==> src/design/nwpt_pkg.sv <==
`timescale 1ns / 1ps

package nwpt_pkg;

	localparam int ANGLE_W      = 18;
	localparam int IDX_W        = 8;
	localparam int CNT_W        = 9;
	localparam int DIST_W       = 21;
	localparam int INPUT_JOINTS = 6;
	localparam int COUNT_MIN    = 2;

	typedef logic signed [ANGLE_W-1:0] angle_t;

	typedef struct packed {
		logic load_we;
		logic query_start;
		logic issue;
		logic finish;
	} ctrl_cmd_t;

	typedef struct packed {
		logic last_issue;
		logic pipe_busy;
	} dp_status_t;

endpackage

==> src/design/nwpt_ctrl.sv <==
`timescale 1ns / 1ps

module nwpt_ctrl
	import nwpt_pkg::*;
(
	input  logic       clk,
	input  logic       arst_n,
	input  logic       in_valid,
	output logic       in_stall,
	input  logic       func,
	output logic       out_valid,
	input  logic       out_stall,
	input  dp_status_t status,
	output ctrl_cmd_t  cmd
);

	localparam logic [1:0] ST_IDLE  = 2'd0;
	localparam logic [1:0] ST_SCAN  = 2'd1;
	localparam logic [1:0] ST_DRAIN = 2'd2;
	localparam logic [1:0] ST_DONE  = 2'd3;

	logic [1:0] state_q;
	logic [1:0] state_nx;
	logic       out_valid_q;
	logic       accept;
	logic       out_free;

	assign in_stall = (state_q != ST_IDLE);
	assign accept   = in_valid & ~in_stall;
	assign out_free = ~out_valid_q | ~out_stall;

	assign cmd.load_we     = accept & ~func;
	assign cmd.query_start = accept & func;
	assign cmd.issue       = (state_q == ST_SCAN);
	assign cmd.finish      = (state_q == ST_DONE) & out_free;

	always_comb begin
		state_nx = state_q;
		unique case (state_q)
			ST_IDLE: begin
				if (cmd.query_start) state_nx = ST_SCAN;
			end
			ST_SCAN: begin
				if (status.last_issue) state_nx = ST_DRAIN;
			end
			ST_DRAIN: begin
				if (!status.pipe_busy) state_nx = ST_DONE;
			end
			ST_DONE: begin
				if (out_free) state_nx = ST_IDLE;
			end
			default: state_nx = ST_IDLE;
		endcase
	end

	always_ff @(posedge clk or negedge arst_n) begin
		if (!arst_n) begin
			state_q     <= ST_IDLE;
			out_valid_q <= 1'b0;
		end else begin
			state_q <= state_nx;
			if (cmd.finish) begin
				out_valid_q <= 1'b1;
			end else if (!out_stall) begin
				out_valid_q <= 1'b0;
			end
		end
	end

	assign out_valid = out_valid_q;

endmodule

==> config.mk <==
export PLATFORM = sky130hd
export DESIGN_NAME = nwpt_ctrl
export DESIGN_NICKNAME = d
export VERILOG_FILES = /design/src/design/nwpt_pkg.sv /design/src/design/nwpt_ctrl.sv
export SDC_FILE = /design/constraint.sdc
export NUM_CORES = 1
export LEC_CHECK = 0
export BUFFER_PORTS_ARGS = -buffer_cell sky130_fd_sc_hd__buf_4
export CORE_AREA = 2 2 39 41
export DETAILED_ROUTE_END_ITERATION = 8
export DIE_AREA = 0 0 41 43
export SYNTH_ARGS = -nofsm -noshare
export SYNTH_HDL_FRONTEND = slang
export SYNTH_SLANG_ARGS = --single-unit
==> constraint.sdc <==
create_clock -name clk -period 1.76 [get_ports clk]
set_input_delay 0.088 -clock clk [delete_from_list [all_inputs] [get_ports clk]]
set_output_delay 0.088 -clock clk [all_outputs]
set_load 0.005 [all_outputs]
==> results of run 1 <==
[sequential cells by signal (all words and copies together) (netlist names)]
register   flops
out_valid      1
state_q        2
[per-stage QoR]
| stage | hold WS (ns) | cell area (um^2) | setup slack [ns] |
|---|---|---|---|
| finish | 0.0814 | 384 | 0.311 |
| detailed placement | -0.120 | 348 | 0.305 |
| global placement | -0.122 | 348 | 0.324 |
| floorplan | -0.208 | 238 | 0.393 |
| global route | 0.0911 | 384 | 0.205 |
| CTS | 0.0788 | 384 | 0.289 |
[area by class of cell]
class	instances	share of cell area, %
Sequential cell	3	19.5
Inverter	3	2.93
Multi-Input combinational cell	17	39.4
Clock buffer	4	6.84
Tap cell	16	5.21
Timing Repair Buffer	13	26.1
[cell families after synthesis]
family / synth area share (%)
simple gates: 21.6
compound gates: 14.7
fa+ha+maj: 21.1
buf+inv: 4.74
flops: 31.6
mux: 6.31
[worst paths after layout]
| check | startpoint | end | slack, ns | depth (start not counted) |
|---|---|---|---|---|
| hold / removal | out_stall | out_valid | 0.08 | 2 |
| setup / recovery | state_q[0] | state_q[1] | 0.31 | 5 |
| min in group asynchronous | arst_n | state_q[0] | 0.17 | 2 |
| hold reg to reg | out_valid | out_valid | 0.52 | 1 |
| max in group asynchronous | arst_n | state_q[1] | 1.49 | 2 |
| setup reg to reg | state_q[0] | state_q[1] | 0.31 | 5 |
[power by group]
group,switching [mW],leakage [nW],internal (mW)
logic,0.137,0.152,0.208
registers,0.0322,0.0362,0.107
clock network,0.0355,0.0150,0.0849
[cells in the mapped netlist (all sizes together)]
library cell	count	area [um^2]
o2111ai	1	15.0
and3	1	7.51
nand3	1	5.00
nand2b	1	8.76
nand2	2	7.51
nor2	1	3.75
and4bb	1	12.5
a21boi	1	7.51
mux2	1	15.0
and2	1	6.26
a21o	1	7.51
ha	4	50.1
inv	3	11.3
a21oi	1	5.00
dfrtp	3	75.1
[what timing repair did]
| item | CTS | global route |
|---|---|---|
| resized for setup | 0 | 0 |
| endpoints found under the hold margin | 3 | 0 |
| hold buffers | 1 | 0 |
[cells in the final DEF, fill, tap and decap left out]
master | netlist | routed
a21boi_0 | 1 | 1
a21o_1 | 1 | 1
a21oi_1 | 1 | 1
and2_1 | 1 | 1
and3_2 | 1 | 1
and4bb_2 | 1 | 1
buf_4 | 0 | 12
clkbuf_1 | 0 | 1
clkbuf_4 | 0 | 3
dfrtp_1 | 3 | 3
dlygate4sd3_1 | 0 | 1
ha_1 | 4 | 4
inv_1 | 3 | 3
mux2_4 | 1 | 1
nand2_1 | 2 | 2
nand2b_2 | 1 | 1
nand3_1 | 1 | 1
nor2_1 | 1 | 1
o2111ai_2 | 1 | 1
[layer usage]
layer,track usage [%],vias up,wire (um)
met4,6.00,0,0
met5,0,-,0
met3,3.14,0,49
met1,4.53,108,137
li1,-,111,-
met2,12.5,6,283
==> flow_metrics.env, run 1 <==
export IMPL_cp_top_family="flip-flops"
export IMPL_crit_path_frequent_cell="inv_1"
export IMPL_hold_path_class="primary input to register"
export IMPL_die_w_um=41
export IMPL_cp_slowest_cell="dfrtp_1"
export IMPL_antenna_found_initial=0
export IMPL_period_needed_ns=1.45
export IMPL_synth_seq_area_share_pct=31.6
export IMPL_hold_violations=0
export IMPL_routed_via_count=225
export IMPL_dieArea_mm2=0.00176
export IMPL_dr_first_iter_drc_count=1
export IMPL_required_ns=1.87
export IMPL_io_buffer_count=12
export IMPL_drt_drc_violations_left=0
export IMPL_critPathBufInv=2
export IMPL_path_max_fanout=4
export IMPL_grt_pass1_vias=237
export IMPL_slew_headroom_pct=85.7
export IMPL_nFillCells=147
export IMPL_synth_nets=34
export IMPL_core_mm2=0.00138
export IMPL_cts_buffer_depth=2
export IMPL_dr_pass1_iters=2
export IMPL_status="finished clean"
export IMPL_gp_congestion=0.623
export IMPL_finalSetupViolCount=0
export IMPL_cts_htree_levels=1
export IMPL_wl_um=469
export IMPL_drv_cap=0
export IMPL_num_nets_final=52
export IMPL_cpPeakStageDelay_ns=0.39
export IMPL_viasPerCell=4.02
export IMPL_fin_cells=56
export IMPL_drive_gt1_share_pct=50.0
export IMPL_cts_setup_buffers=0
export IMPL_final_setup_tns_ns=0
export IMPL_track_usage_pct=6.94
export IMPL_insertion_delay_ns=0.23
export IMPL_initial_core_util_pct=17.2
export IMPL_path_clk_slew_ns=0.04
export IMPL_rsz0062_at_grt="no"
export IMPL_placementRows=14
export IMPL_dp_hpwl_um=406
export IMPL_fmax_mhz=690
export IMPL_path_cells="inv_1 > ha_1 > inv_1 > o2111ai_2 > mux2_4"
export IMPL_grt_pass1_wl_um=772
export IMPL_cp_end_kind="register"
export IMPL_ant_nets=0
export IMPL_path_class="register to register"
export IMPL_seq_area_um2=75.1
export IMPL_syn_inst=23
export IMPL_maxSlewViolCount=0
export IMPL_ios=13
export IMPL_leakagePower_nw=0.203
export IMPL_overflow=0
export IMPL_skew_ns=0.00450
export IMPL_cts_root_buf="clkbuf_4"
export IMPL_synth_avg_cell_area_um2=10.3
export IMPL_worst_slew_pin_slew_ns=0.215
export IMPL_wl_per_cell_um=8.38
export IMPL_cts_tree="yes"
export IMPL_multi_input_area_um2=151
export IMPL_insertedDiodeCount=0
export IMPL_powerDensity_mw_per_mm2=1570
export IMPL_cts_sinks=3
export IMPL_start_kind="register"
export IMPL_final_util_pct=27.8
export IMPL_min_period_over_period_pct=82.3
export IMPL_ys_warn_count=0
export IMPL_synth_cell_types=15
export IMPL_peakVddDrop_mv=0.319
export IMPL_syn2layout_area_growth_pct=61.6
export IMPL_syn_area_um2=238
export IMPL_synth_seq_cells=3
export IMPL_crit_arrival_ns=1.56
export IMPL_p_total_mw=0.604
export IMPL_cts_buffers=3
export IMPL_die_height_um=43
export IMPL_grt_max_degree=5
export IMPL_dpl_cell_count=51
Note: power is estimated with default switching activity, not from simulation.
==> run 2, diff against run 1 <==
--- a/config.mk
+++ b/config.mk
@@ -5,6 +5,7 @@
 export SDC_FILE = /design/constraint.sdc
 export NUM_CORES = 1
 export LEC_CHECK = 0
+export ABC_AREA = 1
 export BUFFER_PORTS_ARGS = -buffer_cell sky130_fd_sc_hd__buf_4
 export CORE_AREA = 2 2 39 41
 export DETAILED_ROUTE_END_ITERATION = 8
==> constraint.sdc (replaced) <==
create_clock -name clk -period 1.3 [get_ports clk]
set_input_delay 0.065 -clock clk [delete_from_list [all_inputs] [get_ports clk]]
set_output_delay 0.065 -clock clk [all_outputs]
set_load 0.005 [all_outputs]
==> flow_metrics.env, run 2 <==
export IMPL_status="finished clean"
export IMPL_dr_pass1_iters=2
export IMPL_initial_core_util_pct=19.0
export IMPL_cts_buffer_depth=2
export IMPL_final_common_cell="buf_4"
export IMPL_placementRows=14
export IMPL_cts_buffers=3
export IMPL_place_area_um2=373
export IMPL_synth_flop_cell="dfrtp_1"
export IMPL_final_cell_area_um2=432
export IMPL_path_clk_slew_ns=0.03
export IMPL_overflow=0
export IMPL_cp_end_kind="register"
export IMPL_min_path_cells=3
export IMPL_core_mm2=0.00138
export IMPL_path_cells="inv_2 > ha_1 > nand2_1 > inv_1 > nor2_2 > nand3_2 > nand2_1 > nand2_1"
export IMPL_drt_drc_violations_left=0
export IMPL_synth_top_cells_by_count="12 x nand2_1, 9 x inv_1, 6 x nor2_1"
export IMPL_synth_compound_area_share_pct=0
export IMPL_netlist_top_cells_area="dfrtp_1 29%, ha_1 19%, nand2_1 17%"
export IMPL_final_cell_mix="13 x buf_4, 12 x nand2_1, 7 x inv_1"
export IMPL_dieArea_mm2=0.00176
export IMPL_dpl_cell_count=67
export IMPL_wl_um=519
export IMPL_die_w_um=41
export IMPL_min_period_over_period_pct=93.8
export IMPL_wl_per_cell_um=7.11
export IMPL_path_max_fanout=4
export IMPL_yosys_area_top_type="dfrtp_1"
export IMPL_slew_headroom_pct=89.2
export IMPL_async_flop_share_pct=100
export IMPL_cpPeakStageDelay_ns=0.40
export IMPL_syn_area_um2=263
export IMPL_grt_max_degree=6
export IMPL_gp_congestion=0.753
export IMPL_cts_htree_levels=1
export IMPL_crit_arrival_ns=1.33
export IMPL_insertion_delay_ns=0.23
export IMPL_ios=13
export IMPL_cp_slowest_cell="dfrtp_1"
export IMPL_synth_avg_cell_area_um2=6.74
export IMPL_crit_path_frequent_cell="nand2_1"
export IMPL_synth_edf_count=0
export IMPL_grt_pass1_vias=249
export IMPL_dp_hpwl_um=438
export IMPL_fmax_mhz=820
export IMPL_cts_sinks=3
export IMPL_largest_reg_flops=2
export IMPL_cts_tree="yes"
export IMPL_io_buffer_count=12
export IMPL_powerDensity_mw_per_mm2=2080
export IMPL_synth_seq_cells=3
export IMPL_fin_cells=73
export IMPL_antenna_found_initial=0
export IMPL_final_setup_tns_ns=0
export IMPL_die_height_um=43
export IMPL_synth_seq_area_share_pct=28.6
export IMPL_drive_gt1_share_pct=38.6
export IMPL_finalSetupViolCount=0
export IMPL_setup_ws_ns=0.0802
export IMPL_peakVddDrop_mv=0.682
export IMPL_path_class="register to register"
export IMPL_synth_nets=50
export IMPL_num_nets_final=69
export IMPL_path_depth=8
export IMPL_synth_cell_types=8
export IMPL_reg2reg_depth=8
export IMPL_skew_ns=0.000684
export IMPL_dr_first_iter_drc_count=2
export IMPL_synth_xor_xnor_area_share_pct=0
export IMPL_start_kind="register"
export IMPL_critPathBufInv=2
export IMPL_hold_path_class="primary input to register"
export IMPL_viasPerCell=3.73
export IMPL_leakagePower_nw=0.261
export IMPL_routed_via_count=272
export IMPL_top_register="state_q"
export IMPL_grt_pass1_wl_um=917
export IMPL_ant_nets=0
export IMPL_synthSimpleGateAreaFrac_pct=39.5
export IMPL_maxSlewViolCount=0
export IMPL_synth_top_area_share_pct=28.6
export IMPL_drv_cap=0
export IMPL_synth_top_family_by_area="simple AND/OR/NAND/NOR gates"
export IMPL_worst_slew_pin_slew_ns=0.161
export IMPL_period_needed_ns=1.22
export IMPL_synth_mux_area_share_pct=0
export IMPL_cts_root_buf="clkbuf_4"
export IMPL_insertedDiodeCount=0
export IMPL_syn2layout_area_growth_pct=64.3
export IMPL_cp_top_family="flip-flops"
export IMPL_rsz0062_at_grt="no"
export IMPL_track_usage_pct=7.75
export IMPL_place_ws_ns=0.0296
export IMPL_required_ns=1.41
export IMPL_syn_inst=39
export IMPL_ys_warn_count=0
export IMPL_synthAdderAreaFrac_pct=19.0
export IMPL_yosysMostFrequentCell="nand2_1"
export IMPL_hold_violations=0
==> run 2: cell types whose count changed after synthesis, moves of 2 or more <==
cell	delta
nor2_1	+5
nand3_2	+2
inv_1	+6
nand2_1	+10
==> run 2: path summary, 6_finish.rpt <==
path | slack, ns | endpoint | startpoint
worst min-delay path | 0.09 | out_valid | out_stall
min in group asynchronous | 0.17 | out_valid | arst_n
max in group asynchronous | 1.04 | state_q[0] | arst_n
worst max-delay path | 0.08 | state_q[0] | state_q[0]
worst max register to register | 0.08 | state_q[0] | state_q[0]
worst min register to register | 0.51 | out_valid | out_valid
==> run 2: cell type report <==
type | count | area [um^2]
Inverter | 9 | 33.8
Sequential cell | 3 | 75.1
Tap cell | 16 | 20.0
Clock buffer | 4 | 26.3
Fill cell | 156 | 952
Timing Repair Buffer | 14 | 108
Multi-Input combinational cell | 27 | 169
==> run 2: repair_timing <==
item                                   in CTS  in global routing
setup endpoints to repair                   2                  4
endpoints found under the hold margin       3                  0
hold buffers                                1                  0
resized for setup                           1                  4
setup buffers                               0                  1
==> run 2: metal layers <==
layer | global-route usage [%] | routed length, um
met1 | 8.77 | 213
met2 | 10.6 | 265
met3 | 5.24 | 40
met4 | 4.00 | 0
met5 | 0 | 0
==> run 2: tightest hold or removal path, delay by kind of cell <==
kind,cells,cell delay (ns)
buf+inv,1,0.08
simple gates,2,0.14
==> run 2: cells by family after synthesis <==
| group | Yosys count |
|---|---|
| adder cells (fa/ha/maj) | 4 |
| buffers and inverters | 9 |
| flip-flops | 3 |
| AND/OR/NAND/NOR | 23 |
==> run 2: report_power, final <==
group          switching [mW]  internal, mW
clock                  0.0412         0.115
sequential             0.0461         0.142
combinational           0.267         0.286
==> run 2: stage by stage <==
step / hold slack, ns / power [mW] / utilization (%)
after floorplan: -0.231 / 0.489 / -
after global placement: -0.146 / 0.661 / 26.9
after detailed placement: -0.145 / 0.670 / 26.9
after CTS: 0.0895 / 0.846 / 29.7
after global routing: 0.114 / 1.01 / 31.2
final: 0.0855 / 0.897 / 31.2
